$ cat src/sv/sampled_lfu_cache_macros.svh
// assertion macros shared by the sampled lfu cache rtl
`ifndef SAMPLED_LFU_CACHE_MACROS_SVH
`define SAMPLED_LFU_CACHE_MACROS_SVH

// same-cycle implication, checked outside reset
`define SLFU_ASSERT_IMP(lbl, clk, rst_n, ante, cons, msg) \
  lbl: assert property (@(posedge clk) disable iff (!rst_n) (ante) |-> (cons)) \
    else $error(msg);

// next-cycle implication, checked outside reset
`define SLFU_ASSERT_NEXT(lbl, clk, rst_n, ante, cons, msg) \
  lbl: assert property (@(posedge clk) disable iff (!rst_n) (ante) |=> (cons)) \
    else $error(msg);

`endif

$ cat src/sv/slfu_pkg.sv
// shared types and constants of the sampled lfu cache
`timescale 1ns / 1ps
`default_nettype none

package slfu_pkg;

  // payload and register types
  typedef logic [31:0] word_t;
  typedef logic [4:0]  cap_t;

  // request action codes
  localparam logic ACT_GET = 1'b0;
  localparam logic ACT_PUT = 1'b1;

  // register index decoded from paddr[2]
  localparam logic REG_CAPACITY = 1'b0;

  // capacity after reset
  localparam cap_t CAP_RESET = 5'd16;

endpackage

`default_nettype wire

$ cat src/sv/sampled_lfu_cache.sv
// top level of the sampled lfu key-value cache
`timescale 1ns / 1ps
`default_nettype none
`include "sampled_lfu_cache_macros.svh"

// Sampled LFU cache. Keys, valid bits and recency ranks sit in per-entry
// registers so all entries are matched in parallel. Values and use counts
// sit in one synchronous memory with one read port, one write port and a
// registered read. A get, a put on a present key and a put with free room
// hold busy through a lookup state, then a read-modify-write state, and
// start is taken only while busy is low.
// A put that must evict reads the count of each of the n = min(SAMPLE_SIZE,
// occupancy) least recent entries from the memory, in a read state and a
// compare state each, then evicts. The result is shown on the out_ ports
// for one cycle, marked by out_strobe, in the first cycle with busy low.
// It cannot be held off and the next start may be taken in that same
// cycle. No clearing pass runs after reset.
module sampled_lfu_cache #(
  parameter int ENTRIES     = 16,
  parameter int COUNT_BITS  = 16,
  parameter int SAMPLE_SIZE = 2
) (
  input  wire               clk,
  input  wire               rst_n,
  // request channel
  input  wire               start,
  output logic              busy,
  input  wire               in_action,
  input  slfu_pkg::word_t   in_key,
  input  slfu_pkg::word_t   in_value,
  // result channel
  output logic              out_strobe,
  output logic              out_hit,
  output slfu_pkg::word_t   out_read_value,
  output logic              out_evicted,
  output slfu_pkg::word_t   out_evicted_key,
  // configuration port
  input  wire               psel,
  input  wire               penable,
  input  wire               pwrite,
  input  wire  [2:0]        paddr,
  input  slfu_pkg::word_t   pwdata,
  output slfu_pkg::word_t   prdata,
  output logic              pready
);

  import slfu_pkg::*;

  localparam int IDX_W  = (ENTRIES > 1) ? $clog2(ENTRIES) : 1;
  localparam int OCC_W  = $clog2(ENTRIES + 1);
  localparam int CMP_W  = OCC_W + 5;
  localparam int SAMP_W = $clog2(SAMPLE_SIZE + 1);
  localparam int SX_W   = SAMP_W + OCC_W;
  localparam int MEM_W  = 32 + COUNT_BITS;

  localparam logic [COUNT_BITS-1:0] CNT_ONE = COUNT_BITS'(1);
  localparam logic [COUNT_BITS-1:0] CNT_MAX = {COUNT_BITS{1'b1}};

  // state codes
  localparam logic [2:0] ST_IDLE  = 3'd0;
  localparam logic [2:0] ST_LOOK  = 3'd1;
  localparam logic [2:0] ST_UPD   = 3'd2;
  localparam logic [2:0] ST_SREAD = 3'd3;
  localparam logic [2:0] ST_SCMP  = 3'd4;
  localparam logic [2:0] ST_EVICT = 3'd5;

  logic [2:0]             state_r, state_nxt;
  cap_t                   cap_r;

  // request registers
  logic                   req_put_r;
  word_t                  req_key_r;
  word_t                  req_val_r;

  // per-entry tag state
  logic [ENTRIES-1:0]     valid_r, valid_nxt;
  word_t                  key_r   [ENTRIES];
  word_t                  key_nxt [ENTRIES];
  logic [IDX_W-1:0]       rank_r   [ENTRIES];
  logic [IDX_W-1:0]       rank_nxt [ENTRIES];
  logic [OCC_W-1:0]       occ_r, occ_nxt;

  // lookup and sampling state
  logic                   hit_r;
  logic [IDX_W-1:0]       slot_r;
  logic [SAMP_W-1:0]      samp_r;
  logic [IDX_W-1:0]       samp_lane_r;
  logic [COUNT_BITS-1:0]  best_cnt_r;

  // value and count memory
  logic [MEM_W-1:0]       mem [ENTRIES];
  logic [MEM_W-1:0]       mem_rdata_r;
  logic [IDX_W-1:0]       mem_raddr;
  logic [IDX_W-1:0]       mem_waddr;
  logic [MEM_W-1:0]       mem_wdata;
  logic                   mem_we;

  // result registers
  logic                   out_strobe_r;
  logic                   out_hit_r;
  word_t                  out_read_value_r;
  logic                   out_evicted_r;
  word_t                  out_evicted_key_r;

  // combinational helpers
  logic [ENTRIES-1:0]     match;
  logic                   any_match;
  logic [IDX_W-1:0]       match_slot;
  logic [ENTRIES-1:0]     samp_match;
  logic [IDX_W-1:0]       samp_lane;
  logic [ENTRIES-1:0]     free_vec;
  logic [IDX_W-1:0]       ins_lane;
  logic [CMP_W-1:0]       eff_cap;
  logic                   cache_full;
  logic [OCC_W-1:0]       occ_m1;
  logic [IDX_W-1:0]       gap_rank;
  word_t                  sel_key;
  word_t                  rd_val;
  logic [COUNT_BITS-1:0]  rd_cnt;
  logic [COUNT_BITS-1:0]  cnt_inc;
  logic [SAMP_W-1:0]      samp_inc;
  logic                   samp_last;
  logic                   cfg_wr;

  // configuration port
  assign pready = 1'b1;
  assign cfg_wr = psel && penable && pwrite;
  assign prdata = (paddr[2] == REG_CAPACITY) ? word_t'(cap_r) : '0;

  always_ff @(posedge clk) begin
    if (!rst_n) begin
      cap_r <= CAP_RESET;
    end else if (cfg_wr && (paddr[2] == REG_CAPACITY)) begin
      cap_r <= pwdata[4:0];
    end
  end

  // key match over all entries
  always_comb begin
    match_slot = '0;
    for (int i = ENTRIES - 1; i >= 0; i--) begin
      match[i] = valid_r[i] && (key_r[i] == req_key_r);
      if (match[i]) begin
        match_slot = IDX_W'(i);
      end
    end
    any_match = |match;
  end

  // entry holding the recency rank under test
  always_comb begin
    samp_lane = '0;
    for (int i = ENTRIES - 1; i >= 0; i--) begin
      samp_match[i] = valid_r[i] && (SX_W'(rank_r[i]) == SX_W'(samp_r));
      if (samp_match[i]) begin
        samp_lane = IDX_W'(i);
      end
    end
  end

  // first free entry, counting the victim as free while evicting
  always_comb begin
    free_vec = ~valid_r;
    if (state_r == ST_EVICT) begin
      free_vec[slot_r] = 1'b1;
    end
    ins_lane = '0;
    for (int i = ENTRIES - 1; i >= 0; i--) begin
      if (free_vec[i]) begin
        ins_lane = IDX_W'(i);
      end
    end
  end

  // effective capacity and fullness
  always_comb begin
    if (cap_r == '0) begin
      eff_cap = CMP_W'(1);
    end else if (CMP_W'(cap_r) > CMP_W'(ENTRIES)) begin
      eff_cap = CMP_W'(ENTRIES);
    end else begin
      eff_cap = CMP_W'(cap_r);
    end
    cache_full = CMP_W'(occ_r) >= eff_cap;
  end

  // shared reads and arithmetic
  assign occ_m1    = occ_r - OCC_W'(1);
  assign gap_rank  = rank_r[slot_r];
  assign sel_key   = key_r[slot_r];
  assign rd_val    = mem_rdata_r[MEM_W-1 -: 32];
  assign rd_cnt    = mem_rdata_r[COUNT_BITS-1:0];
  assign cnt_inc   = (rd_cnt == CNT_MAX) ? rd_cnt : rd_cnt + CNT_ONE;
  assign samp_inc  = samp_r + SAMP_W'(1);
  assign samp_last = (samp_inc >= SAMP_W'(SAMPLE_SIZE)) ||
                     (SX_W'(samp_inc) >= SX_W'(occ_r));
  assign mem_raddr = (state_r == ST_LOOK) ? match_slot : samp_lane;

  // sequencer
  always_comb begin
    state_nxt = state_r;
    unique case (state_r)
      ST_IDLE: begin
        if (start) begin
          state_nxt = ST_LOOK;
        end
      end
      ST_LOOK: begin
        if (req_put_r && !any_match && cache_full) begin
          state_nxt = ST_SREAD;
        end else begin
          state_nxt = ST_UPD;
        end
      end
      ST_UPD:   state_nxt = ST_IDLE;
      ST_SREAD: state_nxt = ST_SCMP;
      ST_SCMP:  state_nxt = samp_last ? ST_EVICT : ST_SREAD;
      ST_EVICT: state_nxt = ST_IDLE;
      default:  state_nxt = ST_IDLE;
    endcase
  end

  // entry updates and memory write
  always_comb begin
    valid_nxt = valid_r;
    occ_nxt   = occ_r;
    mem_we    = 1'b0;
    mem_waddr = slot_r;
    mem_wdata = {req_val_r, CNT_ONE};
    for (int i = 0; i < ENTRIES; i++) begin
      key_nxt[i]  = key_r[i];
      rank_nxt[i] = rank_r[i];
    end
    // close the rank gap left by a touched or evicted entry
    if ((state_r == ST_UPD && hit_r) || state_r == ST_EVICT) begin
      for (int i = 0; i < ENTRIES; i++) begin
        if (valid_r[i] && (rank_r[i] > gap_rank)) begin
          rank_nxt[i] = rank_r[i] - IDX_W'(1);
        end
      end
    end
    unique case (state_r)
      ST_UPD: begin
        if (hit_r) begin
          rank_nxt[slot_r] = occ_m1[IDX_W-1:0];
          mem_we = 1'b1;
          if (req_put_r == ACT_GET) begin
            mem_wdata = {rd_val, cnt_inc};
          end
        end else if (req_put_r == ACT_PUT) begin
          valid_nxt[ins_lane] = 1'b1;
          key_nxt[ins_lane]   = req_key_r;
          rank_nxt[ins_lane]  = occ_r[IDX_W-1:0];
          occ_nxt   = occ_r + OCC_W'(1);
          mem_we    = 1'b1;
          mem_waddr = ins_lane;
        end
      end
      ST_EVICT: begin
        valid_nxt[slot_r]   = 1'b0;
        valid_nxt[ins_lane] = 1'b1;
        key_nxt[ins_lane]   = req_key_r;
        rank_nxt[ins_lane]  = occ_m1[IDX_W-1:0];
        mem_we    = 1'b1;
        mem_waddr = ins_lane;
      end
      default: begin
        mem_we = 1'b0;
      end
    endcase
  end

  // control registers
  always_ff @(posedge clk) begin
    if (!rst_n) begin
      state_r <= ST_IDLE;
      valid_r <= '0;
      occ_r   <= '0;
    end else begin
      state_r <= state_nxt;
      valid_r <= valid_nxt;
      occ_r   <= occ_nxt;
    end
  end

  // tag payload registers
  always_ff @(posedge clk) begin
    for (int i = 0; i < ENTRIES; i++) begin
      key_r[i]  <= key_nxt[i];
      rank_r[i] <= rank_nxt[i];
    end
  end

  // request capture, lookup result and victim sampling
  always_ff @(posedge clk) begin
    if (state_r == ST_IDLE && start) begin
      req_put_r <= in_action;
      req_key_r <= in_key;
      req_val_r <= in_value;
    end
    if (state_r == ST_LOOK) begin
      hit_r  <= any_match;
      slot_r <= match_slot;
      samp_r <= '0;
    end
    if (state_r == ST_SREAD) begin
      samp_lane_r <= samp_lane;
    end
    if (state_r == ST_SCMP) begin
      samp_r <= samp_inc;
      if (samp_r == '0 || rd_cnt < best_cnt_r) begin
        slot_r     <= samp_lane_r;
        best_cnt_r <= rd_cnt;
      end
    end
  end

  // value and count memory
  always_ff @(posedge clk) begin
    if (mem_we) begin
      mem[mem_waddr] <= mem_wdata;
    end
    mem_rdata_r <= mem[mem_raddr];
  end

  // result strobe
  always_ff @(posedge clk) begin
    if (!rst_n) begin
      out_strobe_r <= 1'b0;
    end else begin
      out_strobe_r <= (state_r == ST_UPD) || (state_r == ST_EVICT);
    end
  end

  // result payload
  always_ff @(posedge clk) begin
    if (state_r == ST_UPD) begin
      out_hit_r         <= hit_r;
      out_read_value_r  <= (hit_r && req_put_r == ACT_GET) ? rd_val : '0;
      out_evicted_r     <= 1'b0;
      out_evicted_key_r <= '0;
    end else if (state_r == ST_EVICT) begin
      out_hit_r         <= 1'b0;
      out_read_value_r  <= '0;
      out_evicted_r     <= 1'b1;
      out_evicted_key_r <= sel_key;
    end
  end

  assign busy            = (state_r != ST_IDLE);
  assign out_strobe      = out_strobe_r;
  assign out_hit         = out_hit_r;
  assign out_read_value  = out_read_value_r;
  assign out_evicted     = out_evicted_r;
  assign out_evicted_key = out_evicted_key_r;

  // checks
  `SLFU_ASSERT_IMP(a_occ_count, clk, rst_n, 1'b1, $countones(valid_r) == int'(occ_r), "occupancy differs from valid entries")
  `SLFU_ASSERT_IMP(a_key_unique, clk, rst_n, state_r == ST_LOOK, $onehot0(match), "key present in more than one entry")
  `SLFU_ASSERT_IMP(a_strobe_src, clk, rst_n, out_strobe_r, $past(state_r) == ST_UPD || $past(state_r) == ST_EVICT, "result strobe without update")
  `SLFU_ASSERT_IMP(a_evict_miss, clk, rst_n, out_strobe_r && out_evicted_r, !out_hit_r, "eviction reported on a hit")
  `SLFU_ASSERT_NEXT(a_evict_occ, clk, rst_n, state_r == ST_EVICT, occ_r == $past(occ_r), "eviction changed occupancy")

endmodule

`default_nettype wire
$ cat config.mk
export PLATFORM = sky130hd
export DESIGN_NAME = sampled_lfu_cache
export DESIGN_NICKNAME = d
export VERILOG_FILES = /design/src/sv/slfu_pkg.sv /design/src/sv/sampled_lfu_cache.sv
export VERILOG_INCLUDE_DIRS = /design/src /design/src/sv
export SDC_FILE = /design/constraint.sdc
export NUM_CORES = 2
export LEC_CHECK = 0
export ABC_CLOCK_PERIOD_IN_PS = 5400
export BUFFER_PORTS_ARGS = -buffer_cell sky130_fd_sc_hd__buf_2
export CORE_AREA = 2 2 300 598
export DETAILED_ROUTE_END_ITERATION = 6
export DIE_AREA = 0 0 302 600
export PLACE_DENSITY_LB_ADDON = 0.15
export SYNTH_ARGS = -nofsm -noshare
export SYNTH_HDL_FRONTEND = slang
export SYNTH_SLANG_ARGS = --single-unit
$ cat constraint.sdc
create_clock -name clk -period 5.4 [get_ports clk]
set_clock_uncertainty 0.15 [all_clocks]
set_input_delay 0 -clock clk [delete_from_list [all_inputs] [get_ports clk]]
set_output_delay 0 -clock clk [all_outputs]
set_load 0.05 [all_outputs]
* Yosys cells after proc, flatten, opt, wreduce, memory -nomap -nowiden
Memory sizes are Yosys's and may differ from the RTL's. A register that Yosys moved wholly into a read port is not among the register bits.
Cells that the tools add are included.
W data, S select, Z words.
** Operators by class
- Multiplexer cells :: 119
- $add $sub $neg :: 20
- Reduce and logical (&&, ||, !) cells :: 75
- $lt $le $gt $ge :: 29
- Bitwise operators :: 11
- Equal/unequal tests :: 41
** Operators by type and width (number)
- $mux W512 :: 2
- $pmux W512 S2 :: 1
- $bwmux W512 :: 1
- $eq A32 B32 Y1 :: 16
- $mux W4 :: 72
- $bwmux W64 :: 3
- $mux W64 :: 3
- $mux W48 :: 3
- $demux W32 S4 :: 1
- $mux W32 :: 4
- $pmux W64 S2 :: 1
- $sub A4 B1 Y4 const B :: 17
- $eq A4 B2 Y1 :: 16
- $gt A4 B4 Y1 :: 16
- $mux W16 :: 4
- $logic_and A1 B1 Y1 :: 60
- $or A16 B16 Y16 :: 3
- $demux W4 S4 :: 2
- $not A16 Y16 :: 2
- $pmux W16 S2 :: 1
- $add A16 B1 Y16 const B :: 1
- $and A16 B16 Y16 :: 1
- $eq A16 B16 Y1 const B :: 1
- $lt A16 B16 Y1 :: 1
- 34 further kinds :: 63
** Word-level totals
- Memory bits (writable) :: 1344
- Output and inout port bits :: 101
- Register bits after elaboration :: 156
- Input port bits :: 106
- Memories kept :: 3
** Memory list
- mem :: depth 16, bits a word 48, rd ports 1, clocked after Yosys merged registers in 1, write ports 1, RTL line sampled_lfu_cache.sv:91 : logic [MEM_W-1:0] mem [ENTRIES];
- key_r :: depth 16, bits a word 32, rd ports 17, clocked after Yosys merged registers in 1, write ports 16, RTL line sampled_lfu_cache.sv:77 : word_t key_r [ENTRIES];
- rank_r :: depth 16, bits a word 4, rd ports 17, clocked after Yosys merged registers in 1, write ports 16, RTL line sampled_lfu_cache.sv:79 : logic [IDX_W-1:0] rank_r [ENTRIES];

* Depth between registers and ports, before layout
- Depth in word-level cells :: 31
- Depth in mapped cells :: 19
- Gate-level depth less buffers :: 15

* Least setup slack after synthesis
No wires, ideal clock.
- Path kind :: flip-flop to flip-flop
- Start :: register slot_r[1] (netlist name)
- End :: memory key_r[3][0] (netlist bit) (enable)
- Slack :: 324 ps
- Clock period less this slack :: 5076 ps
- Arrival time :: 4463 ps
- Stages on the path, launching flop included :: 10
- Buffers on the path :: 2
- Setup time :: 463 ps
- Path through :: dfxtp_1 -> clkbuf_1 -> clkbuf_1 -> nand3_1 -> o21ai_0 -> a31oi_1 -> a211o_1 -> or2_2 -> or2_1 -> nor3_1
** RTL lines (RTL line)
- to (decl) :: sampled_lfu_cache.sv:77

* Worst setup path after layout
- Start :: register req_key_r[13]
- End :: register mem_rdata_r[8], read port of mem
** Between the ends
- Word-level cells in the longest chain between the ends :: 19
- Elaborated cells between the ends (all ways) :: 49
- Those cells by class :: 16 x eq/ne; 17 x mux; 16 x reduce/logical
** RTL lines
- from (decl) :: RTL line sampled_lfu_cache.sv:72 : word_t req_key_r;
- from (signal assigned) :: RTL line sampled_lfu_cache.sv:298 : req_key_r <= in_key;
- $eq A32 B32 Y1 :: RTL line sampled_lfu_cache.sv:142 : match[i] = valid_r[i] && (key_r[i] == req_key_r);
- $logic_and A1 B1 Y1 :: RTL line sampled_lfu_cache.sv:142
- $mux W4 (15 in a row) :: RTL line sampled_lfu_cache.sv:143 : if (match[i]) begin
- $mux W4 * :: RTL line sampled_lfu_cache.sv:143
- $mux W4 * :: RTL line sampled_lfu_cache.sv:197 : assign mem_raddr = (state_r == ST_LOOK) ? match_slot : samp_lane;
- to (decl) :: RTL line sampled_lfu_cache.sv:92 : logic [MEM_W-1:0] mem_rdata_r;
Mark *: on every way between the ends. The rest lies on a longest branch, timed or not.
A chain may end at the register's enable or synchronous reset.

==> tab_implementation.tex <==
\begin{tabular}{lr}
\hline
Metric & Value \\
\hline
\multicolumn{2}{l}{\textbf{Synthesis}} \\
\quad Number of distinct library cell variants in the gate-level netlist after synthesis & 87 \\
\quad Post-synth EDFFs & roughly 1400 \\
\quad Most frequent cells after synthesis & 1401 x edfxtp\_1, 538 x nand2\_1, 344 x xor2\_1 \\
\quad Proportion of synthesized chip area in sequential cells & 0.618 \\
\quad Synthesized area divided by synthesized cell count & between 10 and 15 um\^{}2 \\
\quad Async set-or-reset flop fraction in the synthesized netlist & 0 \\
\quad Synth top area cells & edfxtp\_1 57\%, mux4\_2 5.5\%, dfxtp\_1 4.9\%, xor2\_1 4.1\%, mux2i\_1 3.9\% \\
\quad Number of warnings printed during yosys synthesis & 0 \\
\quad Most repeated cell in the gate-level netlist after synthesis & edfxtp\_1 \\
\quad Area share of the largest cell type after synthesis & 0.570 \\
\quad Number of instances in the synthesized netlist & about 5400 \\
\quad Top FF cell, synth & edfxtp\_1 \\
\quad Yosys reg bits & 1580 \\
\quad Cell area after synthesis & between 70000 and 80000 um\^{}2 \\
\quad Area leader, netlist & edfxtp\_1 \\
\multicolumn{2}{l}{\textbf{Timing}} \\
\quad Number of setup violations in the final report & 0 \\
\quad Least-Margin Pin Slew & roughly 1.2 ns \\
\quad Hold Fails Final Rpt & 0 \\
\quad Final min period & between 4 and 5 ns \\
\quad Timing-limited maximum frequency & approximately 200 MHz \\
\quad Relative slew slack & 0.199 \\
\quad Ratio of final minimum period to clock period & 0.925 \\
\quad Total negative slack & 0 ns \\
\quad Pins over their slew limit & 0 \\
\quad RSZ-0062 raised after global routing & no \\
\multicolumn{2}{l}{\textbf{Power and ir drop}} \\
\quad Switching power as a share of total power & 0.262 \\
\quad Lkg Pwr & $\sim$30 nW \\
\quad Highest ir drop seen on vdd & 0.000354 V \\
\quad Logic pwr share & 0.131 \\
\quad Pwr dens & about 330 nW/um\^{}2 \\
\quad Cell Int Power & 0.0213 W \\
\quad Fraction of power consumed by sequential logic & 0.485 \\
\quad Switching power summed over all nets & around 0.0076 W \\
\quad Clock share of power & 0.384 \\
\multicolumn{2}{l}{\textbf{Clocking}} \\
\quad CTS tree & yes \\
\quad Clk slew on worst S/H paths & 0.07 ns \\
\quad Insertion delay of the later-clocked pin in the worst-skew pair & between 0.8 and 0.9 ns \\
\quad Number of sinks on the clock net & around 1600 \\
\quad Maximum number of buffers from clock root to sink & 4 \\
\quad CTS resizes & 0 \\
\quad Number of buffers inserted during clock tree synthesis & roughly 160 \\
\quad Clk Tree Root Cell & clkbuf\_16 \\
\quad H-tree Lvls & 4 \\
\multicolumn{2}{l}{\textbf{Global route}} \\
\quad GR Overflow Total & 0 \\
\quad GR Util met3 & 0.0387 \\
\quad Maximum number of pins on one net before global-route repair & about 100 \\
\quad Most congested layer reported by global routing & met2 \\
\quad Met1 Track Usage GR & 0.319 \\
\quad Initial antenna violation count & 8 \\
\quad Number of global-route vias before repair & approximately 50000 \\
\quad First-pass GRT wire length & around 380 mm \\
\quad Routing usage on met2 & 0.538 \\
\quad GRT Util Overall & 0.302 \\
\multicolumn{2}{l}{\textbf{Setup path}} \\
\quad Critical Path Sink Type & flop \\
\quad Required time of the worst setup path & about 6 ns \\
\quad Kind of launch point of the worst setup path & flop \\
\quad Kind of critical path & reg2reg \\
\quad Maximum fanout along the worst path & 29 \\
\quad Arrival time at the worst endpoint & 5.52 ns \\
\multicolumn{2}{l}{\textbf{Finish}} \\
\quad Share of final-layout standard cells stronger than drive strength 1 & 0.172 \\
\quad Number of cells in the finished layout apart from fillers & 8336 \\
\quad Layout area overhead & 17.4\% \\
\quad Net count, final & between 6000 and 7000 \\
\quad Final standard cell utilization of the core & 0.491 \\
\multicolumn{2}{l}{\textbf{Floorplan}} \\
\quad Effective utilization at floorplan & 0.418 \\
\quad Count of standard-cell rows & around 220 \\
\quad Total I/O pin count & 207 \\
\quad Die outline width & slightly above 300 um \\
\quad Die height & approximately 600 um \\
\quad Die footprint & $\sim$180000 um\^{}2 \\
\quad CORE AREA & between 150000 and 200000 um\^{}2 \\
\multicolumn{2}{l}{\textbf{Placed design}} \\
\quad Final GP Congestion & 1.02 \\
\quad Count of buffers inserted at the top-level ports & 149 \\
\quad Total instance count after detailed placement & 7900 \\
\quad HPWL after detailed placement & around 190 mm \\
\multicolumn{2}{l}{\textbf{Routing}} \\
\quad Drt initial violations & 4191 \\
\quad Detailed-router iteration count before antenna repair & 6 \\
\quad Vias & just under 50000 \\
\quad Final wirelength & $\sim$270 mm \\
\quad Per-cell routed wire length & roughly 33 um \\
\quad ANT nets after route & 0 \\
\quad DRC Markers & 0 \\
\quad Avg Vias per Cell & approximately 6 \\
\multicolumn{2}{l}{\textbf{Job}} \\
\quad Count of max-cap constraint violations & 0 \\
\multicolumn{2}{l}{\textbf{Min path}} \\
\quad Worst min-delay path category & in2reg \\
\multicolumn{2}{l}{\textbf{Run status}} \\
\quad Result of the run & complete, no violations \\
\hline
\end{tabular}
[cell families after synthesis]
logic type / synth area share
AO/OA/AOI/OAI: 0.0738
flip-flops: 0.618
adder cells (fa/ha/maj): 0.0180
XOR/XNOR: 0.0708
buffers and inverters: 0.0268
multiplexers: 0.0963
other: 0.000102
AND/OR/NAND/NOR: 0.0959
[cell type report]
| class | count | area [um^2] |
|---|---|---|
| diodes | 3 | 7.51 |
| clock buffers | 201 | 4330 |
| clock inverters | 74 | 679 |
| fillers | 15195 | 89800 |
| inverters | 86 | 324 |
| multi-input cells | 3422 | 26700 |
| flip-flops and latches | 1580 | 45700 |
| well taps | 2310 | 2890 |
| repair buffers | 660 | 6130 |
[per-stage QoR]
| stage | total power [W] | instance area (um^2) | hold WS [ns] | setup slack, ns |
|---|---|---|---|---|
| global route | 0.0298 | 86700 | 0.197 | 0.193 |
| detailed placement | 0.0179 | 80100 | 0.0281 | 0.324 |
| finish | 0.0289 | 86700 | 0.191 | 0.405 |
| CTS | 0.0290 | 86600 | 0.140 | 0.337 |
| floorplan | 0.0164 | 73900 | -0.0511 | 0.324 |
| global placement | 0.0178 | 80100 | 0.0267 | 0.350 |
[worst max-delay path, cell delays in order, from the launching register on]
cell and delay [ns]:
edfxtp_1 0.64, buf_4 0.26, xor2_1 0.66, nor4_1 0.23, nand4_1 0.16, buf_4 0.16, or3_1 0.19, nand2_1 0.12
or3_1 0.50, o31a_1 0.32, buf_4 0.15, or4b_4 0.53, buf_12 0.21, a21oi_1 0.19, a22oi_1 0.09, and4_1 0.20
[routing by layer]
| metal | routed length (um) | part of all wire |
|---|---|---|
| met5 | 46 | 0.00017 |
| met4 | 26100 | 0.095 |
| met3 | 11900 | 0.043 |
| met2 | 142000 | 0.52 |
| met1 | 94100 | 0.34 |
[path summary, 6_finish.rpt]
check                                    from                          endpoint  slack, ns  cells past startpoint
min reg2reg  out_evicted_key[29]$_SDFFE_PP0N_  out_evicted_key[29]$_SDFFE_PP0N_       0.30                      2
min                                     rst_n          valid_r[15]$_SDFFE_PN0P_       0.19                      4
max                   req_key_r[13]$_DFFE_PP_            mem_rdata_r[8]$_DFF_P_       0.41                     15
max reg2reg           req_key_r[13]$_DFFE_PP_            mem_rdata_r[8]$_DFF_P_       0.41                     15
[power by group through the flow]
stage	combinational, W	sequential (W)	clock, W
after floorplan	0.00226	0.0141	0
after global placement	0.00353	0.0143	0
final	0.00377	0.0140	0.0111
after global routing	0.00408	0.0140	0.0117
after detailed placement	0.00363	0.0143	0
after CTS	0.00373	0.0140	0.0113
[repair_timing]
action                                  4_1_cts  5_1_grt
buffers inserted                              0        3
endpoints found under the setup margin        0        5
hold buffers                                153        0
hold endpoints to repair                    160        0
[layout by cell type, fill, tap and decap left out, types with 153 or more instances in the layout]
master,n
xor2_1,342
clkbuf_16,163
dfxtp_1,176
dlygate4sd3_1,153
mux2i_1,285
xnor2_1,250
buf_4,264
a21oi_1,170
mux4_2,180
edfxtp_1,1401
nor2_1,175
nand2_1,538
[registers in the layout, indices dropped and copies added (netlist names), 32 cells and up]
name and flops:
mem 768, key_r 512, mem_rdata_r 48, rank_r 64, req_val_r 32, out_evicted_key 32
req_key_r 32, out_read_value 32
(Power assumes the default switching activity.)
